File: config.mk
export PLATFORM = sky130hd
export DESIGN_NAME = hrw_ctrl
export DESIGN_NICKNAME = d
export VERILOG_FILES = /design/src/hrw_pkg.sv /design/src/hrw_ctrl.sv
export SDC_FILE = /design/constraint.sdc
export NUM_CORES = 1
export LEC_CHECK = 0
export ABC_CLOCK_PERIOD_IN_PS = 1460
export BUFFER_PORTS_ARGS = -buffer_cell sky130_fd_sc_hd__buf_4
export CORE_UTILIZATION = 43
export DETAILED_ROUTE_END_ITERATION = 6
export PLACE_DENSITY = 0.89
export RECOVER_POWER = 50
export SETUP_SLACK_MARGIN = 0.4
export SYNTH_ARGS = -nofsm -noshare
export SYNTH_HDL_FRONTEND = slang
export SYNTH_SLANG_ARGS = --single-unit
File: constraint.sdc
create_clock -name clk -period 1.46 [get_ports clk]
set_clock_uncertainty 0.15 [all_clocks]
set_input_delay 0.219 -clock clk [delete_from_list [all_inputs] [get_ports clk]]
set_output_delay 0.219 -clock clk [all_outputs]
set_load 0.01 [all_outputs]
File: src/hrw_pkg.sv
package hrw_pkg;

  localparam int unsigned KEY_W  = 63;
  localparam int unsigned LIM_W  = 13;
  localparam int unsigned LIM_RST = 4096;

  typedef struct packed {
    logic [62:0]        request_time;
    logic [62:0]        reply_time;
    logic [7:0]         op_kind;
    logic signed [31:0] requester;
    logic [31:0]        file_tag;
    logic [62:0]        file_offset;
    logic [30:0]        byte_count;
  } rec_t;

  localparam int unsigned REC_W = $bits(rec_t);

  localparam logic OP_PUSH  = 1'b0;
  localparam logic OP_DRAIN = 1'b1;

  typedef enum logic [2:0] {
    S_IDLE, S_EMIT, S_LAST, S_DN_CHK, S_DN_L, S_DN_R, S_UP_RD, S_UP_CMP
  } state_t;

  typedef enum logic [2:0] {
    RA_ZERO, RA_LAST, RA_CHILD, RA_RIGHT, RA_PARENT
  } raddr_t;

  typedef enum logic [1:0] {WS_CUR, WS_RD, WS_SEL} wsrc_t;

  typedef enum logic [2:0] {P_HOLD, P_ZERO, P_CNT, P_CHILD, P_PAR, P_SEL} pos_op_t;

  typedef enum logic [1:0] {C_HOLD, C_INC, C_DEC} cnt_op_t;

  typedef struct packed {
    logic    ld_in;
    logic    ld_cur_rd;
    logic    ld_child;
    logic    ld_lft;
    logic    rd_en;
    raddr_t  rd_addr;
    logic    wr_en;
    wsrc_t   wr_src;
    pos_op_t pos_op;
    cnt_op_t cnt_op;
    logic    emit;
  } cmd_t;

  typedef struct packed {
    logic in_op;
    logic op;
    logic lt_lim;
    logic cnt_zero;
    logic pos_zero;
    logic child_ge;
    logic right_ok;
    logic rd_lt_cur;
    logic rd_le_cur;
    logic sel_lt_cur;
    logic out_free;
  } sts_t;

endpackage

File: src/hrw_ctrl.sv
module hrw_ctrl
  import hrw_pkg::*;
(
  input  logic clk,
  input  logic rst_n,
  input  logic in_valid,
  input  sts_t sts,
  output logic busy,
  output cmd_t cmd
);

  state_t state_r, state_nxt;

  always_ff @(posedge clk) begin
    if (!rst_n) begin
      state_r <= S_IDLE;
    end else begin
      state_r <= state_nxt;
    end
  end

  always_comb begin
    state_nxt = state_r;
    case (state_r)
      S_IDLE: begin
        if (in_valid) begin
          if (sts.in_op == OP_PUSH) begin
            state_nxt = sts.lt_lim ? S_UP_RD : S_EMIT;
          end else if (!sts.cnt_zero) begin
            state_nxt = S_EMIT;
          end
        end
      end
      S_EMIT: begin
        if (sts.out_free) begin
          state_nxt = (sts.op == OP_PUSH) ? S_DN_CHK : S_LAST;
        end
      end
      S_LAST:   state_nxt = sts.cnt_zero ? S_IDLE : S_DN_CHK;
      S_DN_CHK: state_nxt = sts.child_ge ? S_IDLE : S_DN_L;
      S_DN_L: begin
        if (sts.right_ok) begin
          state_nxt = S_DN_R;
        end else begin
          state_nxt = sts.rd_lt_cur ? S_DN_CHK : S_IDLE;
        end
      end
      S_DN_R:   state_nxt = sts.sel_lt_cur ? S_DN_CHK : S_IDLE;
      S_UP_RD:  state_nxt = sts.pos_zero ? S_IDLE : S_UP_CMP;
      S_UP_CMP: state_nxt = sts.rd_le_cur ? S_IDLE : S_UP_RD;
      default:  state_nxt = S_IDLE;
    endcase
  end

  always_comb begin
    cmd = '{ld_in: 1'b0, ld_cur_rd: 1'b0, ld_child: 1'b0, ld_lft: 1'b0,
            rd_en: 1'b0, rd_addr: RA_ZERO, wr_en: 1'b0, wr_src: WS_CUR,
            pos_op: P_HOLD, cnt_op: C_HOLD, emit: 1'b0};
    busy = 1'b1;
    case (state_r)
      S_IDLE: begin
        busy = 1'b0;
        if (in_valid) begin
          cmd.ld_in = 1'b1;
          if (sts.in_op == OP_PUSH && sts.lt_lim) begin
            cmd.pos_op = P_CNT;
            cmd.cnt_op = C_INC;
          end else begin
            cmd.rd_en   = 1'b1;
            cmd.rd_addr = RA_ZERO;
          end
        end
      end
      S_EMIT: begin
        if (sts.out_free) begin
          cmd.emit = 1'b1;
          if (sts.op == OP_PUSH) begin
            cmd.pos_op = P_ZERO;
          end else begin
            cmd.rd_en   = 1'b1;
            cmd.rd_addr = RA_LAST;
            cmd.cnt_op  = C_DEC;
          end
        end
      end
      S_LAST: begin
        cmd.ld_cur_rd = 1'b1;
        cmd.pos_op    = P_ZERO;
      end
      S_DN_CHK: begin
        cmd.ld_child = 1'b1;
        if (sts.child_ge) begin
          cmd.wr_en = 1'b1;
        end else begin
          cmd.rd_en   = 1'b1;
          cmd.rd_addr = RA_CHILD;
        end
      end
      S_DN_L: begin
        if (sts.right_ok) begin
          cmd.ld_lft  = 1'b1;
          cmd.rd_en   = 1'b1;
          cmd.rd_addr = RA_RIGHT;
        end else if (sts.rd_lt_cur) begin
          cmd.wr_en  = 1'b1;
          cmd.wr_src = WS_RD;
          cmd.pos_op = P_CHILD;
        end else begin
          cmd.wr_en = 1'b1;
        end
      end
      S_DN_R: begin
        cmd.wr_en = 1'b1;
        if (sts.sel_lt_cur) begin
          cmd.wr_src = WS_SEL;
          cmd.pos_op = P_SEL;
        end
      end
      S_UP_RD: begin
        if (sts.pos_zero) begin
          cmd.wr_en = 1'b1;
        end else begin
          cmd.rd_en   = 1'b1;
          cmd.rd_addr = RA_PARENT;
        end
      end
      S_UP_CMP: begin
        cmd.wr_en = 1'b1;
        if (!sts.rd_le_cur) begin
          cmd.wr_src = WS_RD;
          cmd.pos_op = P_PAR;
        end
      end
      default: busy = 1'b1;
    endcase
  end

endmodule

==> flow_metrics.env, run 1 <==
export IMPL_clock_root_buffer="clkbuf_4"
export IMPL_ys_ff_latch=3
export IMPL_synthTopCellsByArea="dfxtp_1, buf_6, nor2b_1"
export IMPL_synth_distinct_cells=35
export IMPL_syn_cell_area_um2=571.8
export IMPL_yosysWarnings=0
export IMPL_stop_stage="clock tree synthesis (4_1_cts)"
export IMPL_synthSimpleGateAreaFrac_pct=38.73
export IMPL_synth_xor_area_share_pct=0
export IMPL_status="did not finish"
export IMPL_cts_resized=45
export IMPL_syn_inst=77
export IMPL_ios=32
export IMPL_die_w_um=38.47
export IMPL_gp_congestion=0.9899
export IMPL_die_height_um=38.47
export IMPL_error="[ERROR DPL-0038] Utilization greater than 100%, impossible to legalize"
export IMPL_clock_path_buffers=2
export IMPL_rows=12
export IMPL_cts_buffers=3
export IMPL_place_hpwl_um=1378
export IMPL_syn_num_nets=91
export IMPL_synth_top_family_by_area="simple AND/OR/NAND/NOR gates"
export IMPL_synth_top_area_share_pct=10.50
export IMPL_ctsHoldBuffers=0
export IMPL_synthAdderAreaFrac_pct=0
export IMPL_yosysTopAreaCell="dfxtp_1"
export IMPL_ys_seq_area_share_pct=10.50
export IMPL_avgSynthCellArea_um2=7.426
export IMPL_synth_compound_area_share_pct=37.64
export IMPL_synthMuxAreaShare_pct=0
export IMPL_clkSinkCount=3
export IMPL_postCtsSetupBuffers=17
export IMPL_portBuffers=31
export IMPL_htreeDepth=1
export IMPL_initial_core_util_pct=48.82
-- synthesized netlist by cell type --
| cell type | n |
|---|---|
| and2_1 | 2 |
| or3b_1 | 2 |
| o21a_1 | 3 |
| a311oi_1 | 1 |
| nor2_1 | 8 |
| inv_1 | 4 |
| a41oi_2 | 1 |
| nand2_1 | 7 |
| o21ba_1 | 1 |
| nand3b_1 | 3 |
| a21boi_1 | 1 |
| dfxtp_1 | 3 |
| buf_6 | 4 |
| o21ai_0 | 3 |
| o211ai_1 | 1 |
| and4bb_1 | 1 |
| a21oi_1 | 2 |
| and3_1 | 2 |
| a21bo_2 | 1 |
| a21o_1 | 2 |
| nor2b_1 | 5 |
| nor3_1 | 1 |
| a31o_2 | 1 |
| and4bb_4 | 1 |
| buf_2 | 3 |
| a211oi_2 | 1 |
| a32o_1 | 1 |
| a31oi_1 | 2 |
| a211oi_1 | 2 |
| o21bai_1 | 1 |
| a22o_1 | 1 |
| o31ai_1 | 1 |
| o311a_1 | 1 |
| nand2b_1 | 3 |
| nor3_4 | 1 |
-- metrics by stage --
| step | area, um^2 | worst slack, ns | std cells | setup TNS, ns | hold WS (ns) |
|---|---|---|---|---|---|
| after detailed placement | 905.9 | -0.06769 | 130 | -0.1844 | 0.3284 |
| after global placement | 905.9 | -0.04987 | 130 | -0.1306 | 0.3266 |
| after floorplan | 599.3 | 0.06413 | 77 | 0 | 0.1928 |
-- cell families after synthesis --
kind of cell,count (synthesis)
compound gates,27
buf+inv,11
simple gates,36
flops,3
==> run 2, diff against run 1 <==
Settings changed: CORE_AREA set to 2 2 63 65, CORE_UTILIZATION 43 to not set, DIE_AREA set to 0 0 65 67, PLACE_DENSITY 0.89 to not set, PLACE_DENSITY_LB_ADDON set to 0.15, SETUP_SLACK_MARGIN 0.4 to not set.
==> flow_metrics.env, run 2 <==
export IMPL_crit_arrival_ns=1.36
export IMPL_final_common_cell="buf_4"
export IMPL_cts_buffers=3
export IMPL_dr_pass1_iters=4
export IMPL_clock_path_buffers=2
export IMPL_p_int_mw=1.507
export IMPL_clkSinkCount=3
export IMPL_via_per_inst=4.352
export IMPL_period_share_pct=118.5
export IMPL_ctsHoldBuffers=0
export IMPL_crit_chain="buf_8 -> nor3_4 -> nand2_1 -> o211ai_1 -> buf_4"
export IMPL_largestRegisters="state_r x3"
export IMPL_synth_flop_cell="dfxtp_1"
export IMPL_critical_path_class="reg -> out"
export IMPL_worstMarginPinSlew_ns=0.2932
export IMPL_drc=0
export IMPL_holdCritPathClass="in -> reg"
export IMPL_synth_distinct_cells=35
export IMPL_wire_per_inst_um=12.17
export IMPL_syn_cell_area_um2=571.8
export IMPL_swShare_pct=37.68
export IMPL_synthTopCellsByArea="dfxtp_1, buf_6, nor2b_1"
export IMPL_antenna_cells=0
export IMPL_drive_above_1_share_pct=73.79
export IMPL_clockPowerShare_pct=9.8
export IMPL_fillCellCount=376
export IMPL_final_cell_mix="buf_4, buf_6, nor2_1, nand2_1"
export IMPL_rsz0062_at_grt="yes"
export IMPL_r2r_setup_slack_ns=-0.08
export IMPL_failed_checks="setup timing"
export IMPL_power_density_nw_per_um2=1711
export IMPL_syn_num_nets=91
export IMPL_ys_seq_area_share_pct=10.50
export IMPL_slowest_delay_ns=0.36
export IMPL_yosysTopAreaCell="dfxtp_1"
export IMPL_postLayoutCoreUtil_pct=39.17
export IMPL_cp_required_ns=1.09
export IMPL_yosysMostFrequentCell="nor2_1"
export IMPL_ant_nets=0
export IMPL_setup_violations_final=18
export IMPL_grt_pass1_vias=820
export IMPL_place_hpwl_um=1661
export IMPL_relSlewSlack_pct=80.33
export IMPL_largest_reg_flops=3
export IMPL_grt_pass1_wl_um=3698
export IMPL_combPwrFrac_pct=81.4
export IMPL_p_leak_nw=0.6679
export IMPL_via_count=840
export IMPL_power_switching_mw=0.9108
export IMPL_initial_core_util_pct=15.86
export IMPL_ios=32
export IMPL_core_area_um2=3606
export IMPL_die_height_um=67
export IMPL_crit_fanout=7
export IMPL_syn_inst=77
export IMPL_gp_congestion=0.7479
export IMPL_final_nets=160
export IMPL_worstSetupEndpointType="output pin"
export IMPL_yosysWarnings=0
export IMPL_largest_register="state_r"
export IMPL_wl_um=2349
export IMPL_cap_viol_max_count=0
export IMPL_syn_to_final_growth_pct=147.0
export IMPL_total_power_mw=2.417
export IMPL_clock_root_buffer="clkbuf_8"
export IMPL_portBuffers=31
export IMPL_ir_drop_uv=879.5
export IMPL_avgSynthCellArea_um2=7.426
export IMPL_slowest_stage="dfxtp_4"
export IMPL_p_seq_share_pct=8.7
export IMPL_slew_violations=0
export IMPL_rows=22
export IMPL_start_kind="flip-flop"
export IMPL_htreeDepth=1
export IMPL_grt_max_degree=12
export IMPL_setup_ws_ns=-0.2699
export IMPL_synthArstFlopShare_pct=0
export IMPL_die_w_um=65
export IMPL_synth_common_cells="nor2_1, nand2_1, nor2b_1"
export IMPL_drt_first_iter_violations=13
export IMPL_hold_worst_slack_ns=0.1144
export IMPL_antenna_found_initial=0
export IMPL_cts_tree="yes"
export IMPL_hold_viol=0
export IMPL_clk_pin_slew_ns=0.03
export IMPL_synth_top_area_share_pct=10.50
export IMPL_timing_final_crit_period_ns=1.730
export IMPL_grt_overflow_total=0
export IMPL_critPathTopFamily="flip-flops"
export IMPL_status="finished with violations"
export IMPL_dieArea_um2=4355
export IMPL_worstPathBufferInverterCount=2
export IMPL_grt_use_total_pct=10.96
export IMPL_clock_latency_ns=0.21
export IMPL_fmax_ghz=0.5781
export IMPL_ys_ff_latch=3
export IMPL_synth_edf_count=0
## run 2: per-stage QoR
step | cell area (um^2) | cells | setup WS, ns | setup TNS [ns]
CTS | 1363 | 191 | -0.2777 | -2.931
floorplan | 571.8 | 77 | 0.01072 | 0
detailed placement | 984.7 | 173 | -0.2101 | -1.379
global placement | 984.7 | 173 | -0.1588 | -1.146
finish | 1413 | 193 | -0.2699 | -2.615
global route | 1413 | 193 | -0.3507 | -3.628
## run 2: metal layers
| layer | wire length, um | global-route usage [%] | share of wire [%] |
|---|---|---|---|
| met1 | 1055 | 13.48 | 45 |
| met2 | 1179 | 20.10 | 50 |
| met3 | 95 | 2.027 | 4.0 |
| met5 | 0 | 0 | 0 |
| met4 | 18 | 1.596 | 0.77 |
## run 2: path summary, 6_finish.rpt
kind,cells after the start,end,from
setup / recovery,5,cmd[12],state_r[0]$_SDFFE_PN0P_
hold / removal,2,state_r[0]$_SDFFE_PN0P_,rst_n
hold reg to reg,3,state_r[1]$_SDFFE_PN0P_,state_r[1]$_SDFFE_PN0P_
setup reg to reg,7,state_r[1]$_SDFFE_PN0P_,state_r[0]$_SDFFE_PN0P_
## run 2: power groups by stage
stage	registers, mW	clock network (mW)	logic [mW]
4_1_cts	0.214	0.243	1.88
3_3_place_gp	0.199	0	1.26
6_report	0.211	0.237	1.97
3_5_place_dp	0.205	0	1.24
2_1_floorplan	0.138	0	0.773
5_1_grt	0.220	0.252	2.11
## run 2: final cells by class
class                   instances  area (um^2)  area share, %
inverters                       4        15.01          1.063
clock buffers                   4        45.04          3.189
flip-flops and latches          3        71.32          5.049
well taps                      48        60.06          4.252
multi-input cells              63        566.8          40.12
repair buffers                 71        654.4          46.32
## run 2: cells by family after synthesis
kind of cell	synth area share, %
flip-flops	10.50
AO/OA/AOI/OAI	37.64
AND/OR/NAND/NOR	38.73
buffers and inverters	13.13
## run 2: worst register-to-register path: stages (launching register included)
cell and delay, ns:
dfxtp_4 0.37, buf_8 0.12, buf_12 0.11, buf_6 0.09, buf_6 0.08, o21ba_4 0.13, a32o_2 0.23, a211oi_2 0.16
## run 2: repair_timing
action                                  4_1_cts  5_1_grt
gates cloned                                  0        0
resized for setup                            59       11
endpoints found under the setup margin       21       21
pin swaps                                    18       10
buffers inserted                             16        4
Power figures use the tool's default switching activity.
==> run 3, diff against run 2 <==
==> constraint.sdc (replaced) <==
create_clock -name clk -period 1.46 [get_ports clk]
set_clock_uncertainty 0.15 [all_clocks]
set_input_delay 0.146 -clock clk [delete_from_list [all_inputs] [get_ports clk]]
set_output_delay 0.146 -clock clk [all_outputs]
set_load 0.01 [all_outputs]
==> flow_metrics.env, run 3 (synthesized netlist as in run 2, its figures left out) <==
export IMPL_status="finished with violations"
export IMPL_failed_checks="setup timing"
export IMPL_cts_tree="yes"
export IMPL_syn_to_final_growth_pct=109.6
export IMPL_cts_buffers=3
export IMPL_p_seq_share_pct=10.5
export IMPL_drt_first_iter_violations=30
export IMPL_holdCritPathClass="in -> reg"
export IMPL_multi_input_area_um2=531.8
export IMPL_placed_area_um2=929.6
export IMPL_setup_ws_ns=-0.1641
export IMPL_initial_core_util_pct=15.86
export IMPL_antenna_found_initial=0
export IMPL_clk_pin_slew_ns=0.03
export IMPL_grt_pass1_wl_um=3601
export IMPL_die_w_um=65
export IMPL_rr_startpoint="state_r[0]$_SDFFE_PN0P_"
export IMPL_clkSinkCount=3
export IMPL_numPlacedInstances=164
export IMPL_ios=32
export IMPL_crit_chain="and4bb_4 -> a31oi_4 -> o211ai_1 -> buf_4"
export IMPL_rows=22
export IMPL_total_power_mw=2.091
export IMPL_relSlewSlack_pct=80.40
export IMPL_dieArea_um2=4355
export IMPL_p_int_mw=1.259
export IMPL_crit_fanout=6
export IMPL_rsz0062_at_grt="yes"
export IMPL_grt_overflow_total=0
export IMPL_slowest_stage="dfxtp_4"
export IMPL_wire_per_inst_um=12.03
export IMPL_via_per_inst=4.375
export IMPL_final_common_cell="buf_4"
export IMPL_final_cell_mix="buf_4, buf_6, nand2_1"
export IMPL_combPwrFrac_pct=78.2
export IMPL_r2r_setup_slack_ns=-0.05
export IMPL_portBuffers=31
export IMPL_core_area_um2=3606
export IMPL_via_count=770
export IMPL_power_density_nw_per_um2=1745
export IMPL_cp_required_ns=1.16
export IMPL_largestRegisters="state_r x3"
export IMPL_ir_drop_uv=962.9
export IMPL_hold_viol=0
export IMPL_largest_reg_flops=3
export IMPL_drive_above_1_share_pct=64.84
export IMPL_grt_pass1_vias=810
export IMPL_start_kind="flip-flop"
export IMPL_die_height_um=67
export IMPL_clockPowerShare_pct=11.3
export IMPL_setup_violations_final=16
export IMPL_largest_register="state_r"
export IMPL_holdPathStages=2
export IMPL_antenna_cells=0
export IMPL_htreeDepth=1
export IMPL_worst_r2r_cell_count=5
export IMPL_grt_max_degree=16
export IMPL_clock_root_buffer="clkbuf_8"
export IMPL_clock_latency_ns=0.21
export IMPL_dp_slack_ns=-0.09089
export IMPL_timing_final_crit_period_ns=1.624
export IMPL_hp_start="rst_n"
export IMPL_worstMarginPinSlew_ns=0.2929
export IMPL_slowest_delay_ns=0.37
export IMPL_clock_path_buffers=2
export IMPL_gp_congestion=0.7377
export IMPL_swShare_pct=39.78
export IMPL_slew_violations=0
export IMPL_critical_path_class="reg -> out"
export IMPL_design_area_um2=1199
export IMPL_p_leak_nw=0.5471
export IMPL_drc=0
export IMPL_tns_ns=-1.384
export IMPL_fmax_ghz=0.6157
export IMPL_grt_use_total_pct=10.70
export IMPL_wl_um=2118
export IMPL_place_hpwl_um=1605
export IMPL_r2r_end="state_r[2]$_SDFFE_PN0P_"
export IMPL_crit_arrival_ns=1.33
export IMPL_holdPathEnd="state_r[0]$_SDFFE_PN0P_"
export IMPL_fillCellCount=403
export IMPL_finalNonFillerCells=176
export IMPL_dr_pass1_iters=4
export IMPL_cap_viol_max_count=0
export IMPL_final_nets=143
export IMPL_regArea_um2=71.32
export IMPL_power_switching_mw=0.8319
export IMPL_worstSetupEndpointType="output pin"
export IMPL_ant_nets=0
export IMPL_ctsHoldBuffers=0
export IMPL_period_share_pct=111.2
==> run 3: cell types whose count changed in the layout (fill, tap and decap cells not counted), sizes merged <==
cell,before,now
buf,71,54
==> run 3: layout make-up <==
cell class / count / share of cell area, %
multi-input cells: 63 / 44.36
clock buffers: 4 / 3.758
flip-flops and latches: 3 / 5.950
repair buffers: 54 / 39.67
inverters: 4 / 1.253
well taps: 48 / 5.010
==> run 3: metal layers <==
metal  up-vias  track usage [%]  routed length, um
met5         -                0                  0
met4         0            3.989                 32
met3         4            3.378                141
met2        31            16.62                985
met1       353            13.76                958
li1        382                -                  -
==> run 3: power by group through the flow <==
stage / logic [mW] / clock network, mW / registers (mW)
after CTS: 1.50 / 0.242 / 0.212
after global placement: 1.21 / 0 / 0.183
after floorplan: 0.773 / 0 / 0.138
after detailed placement: 1.20 / 0 / 0.182
after global routing: 1.79 / 0.251 / 0.230
final: 1.64 / 0.236 / 0.220
==> run 3: how the worst max path moves through the flow <==
| stage | start | slack [ns] | to |
|---|---|---|---|
| after floorplan | state_r[2]$_SDFFE_PN0P_ | 0.08 | cmd[3] |
| after global placement | state_r[0]$_SDFFE_PN0P_ | -0.09 | cmd[12] |
| after detailed placement | state_r[2]$_SDFFE_PN0P_ | -0.09 | cmd[4] |
| after CTS | state_r[0]$_SDFFE_PN0P_ | -0.18 | cmd[12] |
| after global routing | state_r[1]$_SDFFE_PN0P_ | -0.22 | cmd[12] |
| final | state_r[0]$_SDFFE_PN0P_ | -0.16 | cmd[12] |
==> run 3: what timing repair did <==
action / 4_1_cts / 5_1_grt
setup buffers: 6 / 3
endpoints found under the hold margin: 0 / 0
endpoints found under the setup margin: 21 / 20
pin swaps: 11 / 5
resized for setup: 32 / 12
==> run 3: critical path: cells and delay by family, from the launching register on <==
| family | cells | cell delay, ns |
|---|---|---|
| and+or+nand+nor | 1 | 0.26 |
| DFF | 1 | 0.37 |
| AOI/OAI and AO/OA | 2 | 0.32 |
| buffers and inverters | 1 | 0.16 |
==> run 3: through the flow <==
step | utilization [%] | hold slack (ns)
5_1_grt | 33.24 | 0.04976
4_1_cts | 31.40 | 0.03054
3_3_place_gp | 25.78 | 0.2609
3_5_place_dp | 25.78 | 0.2624
6_report | 33.24 | 0.03273
2_1_floorplan | - | 0.1272
==> run 4, diff against run 3 <==
Settings changed: TNS_END_PERCENT set to 1.
==> flow_metrics.env, run 4 (synthesized netlist as in run 2, its figures left out) <==
export IMPL_total_power_mw=2.060
export IMPL_postLayoutCoreUtil_pct=32.03
export IMPL_final_nets=141
export IMPL_r2r_setup_slack_ns=-0.06
export IMPL_setup_ws_ns=-0.1644
export IMPL_cts_tree="yes"
export IMPL_clkSinkCount=3
export IMPL_hp_start="rst_n"
export IMPL_r2r_end="state_r[2]$_SDFFE_PN0P_"
export IMPL_worst_r2r_cell_count=6
export IMPL_timing_final_crit_period_ns=1.624
export IMPL_holdPathStages=2
export IMPL_period_share_pct=111.3
export IMPL_via_count=753
export IMPL_dieArea_um2=4355
export IMPL_largest_reg_flops=3
export IMPL_portBuffers=31
export IMPL_die_height_um=67
export IMPL_crit_start="state_r[0]$_SDFFE_PN0P_"
export IMPL_htreeDepth=1
export IMPL_initial_core_util_pct=15.86
export IMPL_crit_chain="and4bb_4 -> a31oi_4 -> o211ai_1 -> buf_4"
export IMPL_wl_met1_um=956
export IMPL_dr_wl_met3_um=142
export IMPL_cts_buffers=3
export IMPL_wl_um=2123
export IMPL_gp_congestion=0.7377
export IMPL_largest_register="state_r"
export IMPL_place_hpwl_um=1605
export IMPL_crit_arrival_ns=1.33
export IMPL_routed_top_layer="met4"
export IMPL_rr_startpoint="state_r[1]$_SDFFE_PN0P_"
export IMPL_failed_checks="setup timing"
export IMPL_ant_nets=0
export IMPL_syn_to_final_growth_pct=102.0
export IMPL_grt_pass1_wl_um=3484
export IMPL_holdPathEnd="state_r[0]$_SDFFE_PN0P_"
export IMPL_largestRegisters="state_r x3"
export IMPL_clock_root_buffer="clkbuf_8"
export IMPL_slew_violations=0
export IMPL_antenna_cells=0
export IMPL_drt_first_iter_violations=46
export IMPL_cp_required_ns=1.16
export IMPL_ir_drop_uv=1084
export IMPL_grt_pass1_vias=775
export IMPL_setup_violations_final=15
export IMPL_clk_pin_slew_ns=0.03
export IMPL_grt_max_degree=16
export IMPL_worstSetupEndpointType="output pin"
export IMPL_drc=0
export IMPL_rows=22
export IMPL_final_common_cell="buf_4"
export IMPL_cap_viol_max_count=0
export IMPL_clock_path_buffers=2
export IMPL_status="finished with violations"
export IMPL_ios=32
export IMPL_holdCritPathClass="in -> reg"
export IMPL_relSlewSlack_pct=82.46
export IMPL_crit_fanout=6
export IMPL_grt_use_total_pct=10.46
export IMPL_worstMarginPinSlew_ns=0.2625
export IMPL_power_density_nw_per_um2=1783
export IMPL_via_per_inst=4.328
export IMPL_fmax_ghz=0.6156
export IMPL_clock_latency_ns=0.21
export IMPL_critPathTopFamily="flip-flops"
export IMPL_rsz0062_at_grt="yes"
export IMPL_hold_viol=0
export IMPL_core_area_um2=3606
export IMPL_wl_met2_um=1008
export IMPL_die_w_um=65
export IMPL_grt_overflow_total=0
export IMPL_p_leak_nw=0.5339
export IMPL_antenna_found_initial=0
export IMPL_start_kind="flip-flop"
export IMPL_wire_per_inst_um=12.20
export IMPL_ctsHoldBuffers=0
export IMPL_slowest_stage="dfxtp_4"
export IMPL_worstPathBufferInverterCount=1
export IMPL_critical_path_class="reg -> out"
export IMPL_final_cell_mix="buf_4, buf_6, nand2_1"
export IMPL_slowest_delay_ns=0.37
export IMPL_dr_pass1_iters=2
export IMPL_drive_above_1_share_pct=61.11
## run 4: worst reg2reg max path, delay by kind of cell (launching register included)
kind	cells	cell delay, ns
compound gates	2	0.36
flops	1	0.36
buf+inv	3	0.35
simple gates	1	0.19
## run 4: worst max path at each step
stage	to	slack [ns]	depth (start not counted)
after floorplan	cmd[3]	0.08	4
after global placement	cmd[12]	-0.09	4
after detailed placement	cmd[4]	-0.09	5
after CTS	cmd[12]	-0.18	5
after global routing	cmd[12]	-0.23	5
final	cmd[12]	-0.16	4
## run 4: where the power goes
group / switching (mW) / internal, mW / leakage (nW) / total, mW
sequential: 0.0808 / 0.141 / 0.0267 / 0.222
clock: 0.0501 / 0.186 / 0.0228 / 0.236
combinational: 0.684 / 0.918 / 0.484 / 1.60
total: 0.815 / 1.24 / 0.534 / 2.06
## run 4: per-stage QoR
step                      cells  TNS [ns]  setup slack (ns)  hold slack (ns)  instance area [um^2]
final                       174    -1.464           -0.1644          0.03228                  1155
after global routing        174    -2.632           -0.2253          0.04976                  1155
after CTS                   172    -1.594           -0.1757          0.03054                  1079
after detailed placement    164   -0.3680          -0.09089           0.2624                 929.6
after global placement      164   -0.3816          -0.08679           0.2609                 929.6
after floorplan              77         0           0.08372           0.1272                 571.8
## run 4: routing by layer
metal	GRT usage, %	up-vias
met3	3.041	2
met4	2.394	0
li1	-	376
met5	0	-
met2	16.88	24
met1	13.65	351
## run 4: area by class of cell
| type | instances | area, um^2 |
|---|---|---|
| clock buffers | 4 | 45.04 |
| multi-input cells | 63 | 511.7 |
| flip-flops and latches | 3 | 71.32 |
| fillers | 411 | 2451 |
| repair buffers | 52 | 451.7 |
| well taps | 48 | 60.06 |
| inverters | 4 | 15.01 |
## run 4: what timing repair did
item / 4_1_cts / 5_1_grt
cloned: 0 / 0
hold endpoints to repair: 0 / 0
setup endpoints to repair: 21 / 20
pin swaps: 9 / 5
buffers inserted: 4 / 2
resized for setup: 23 / 14
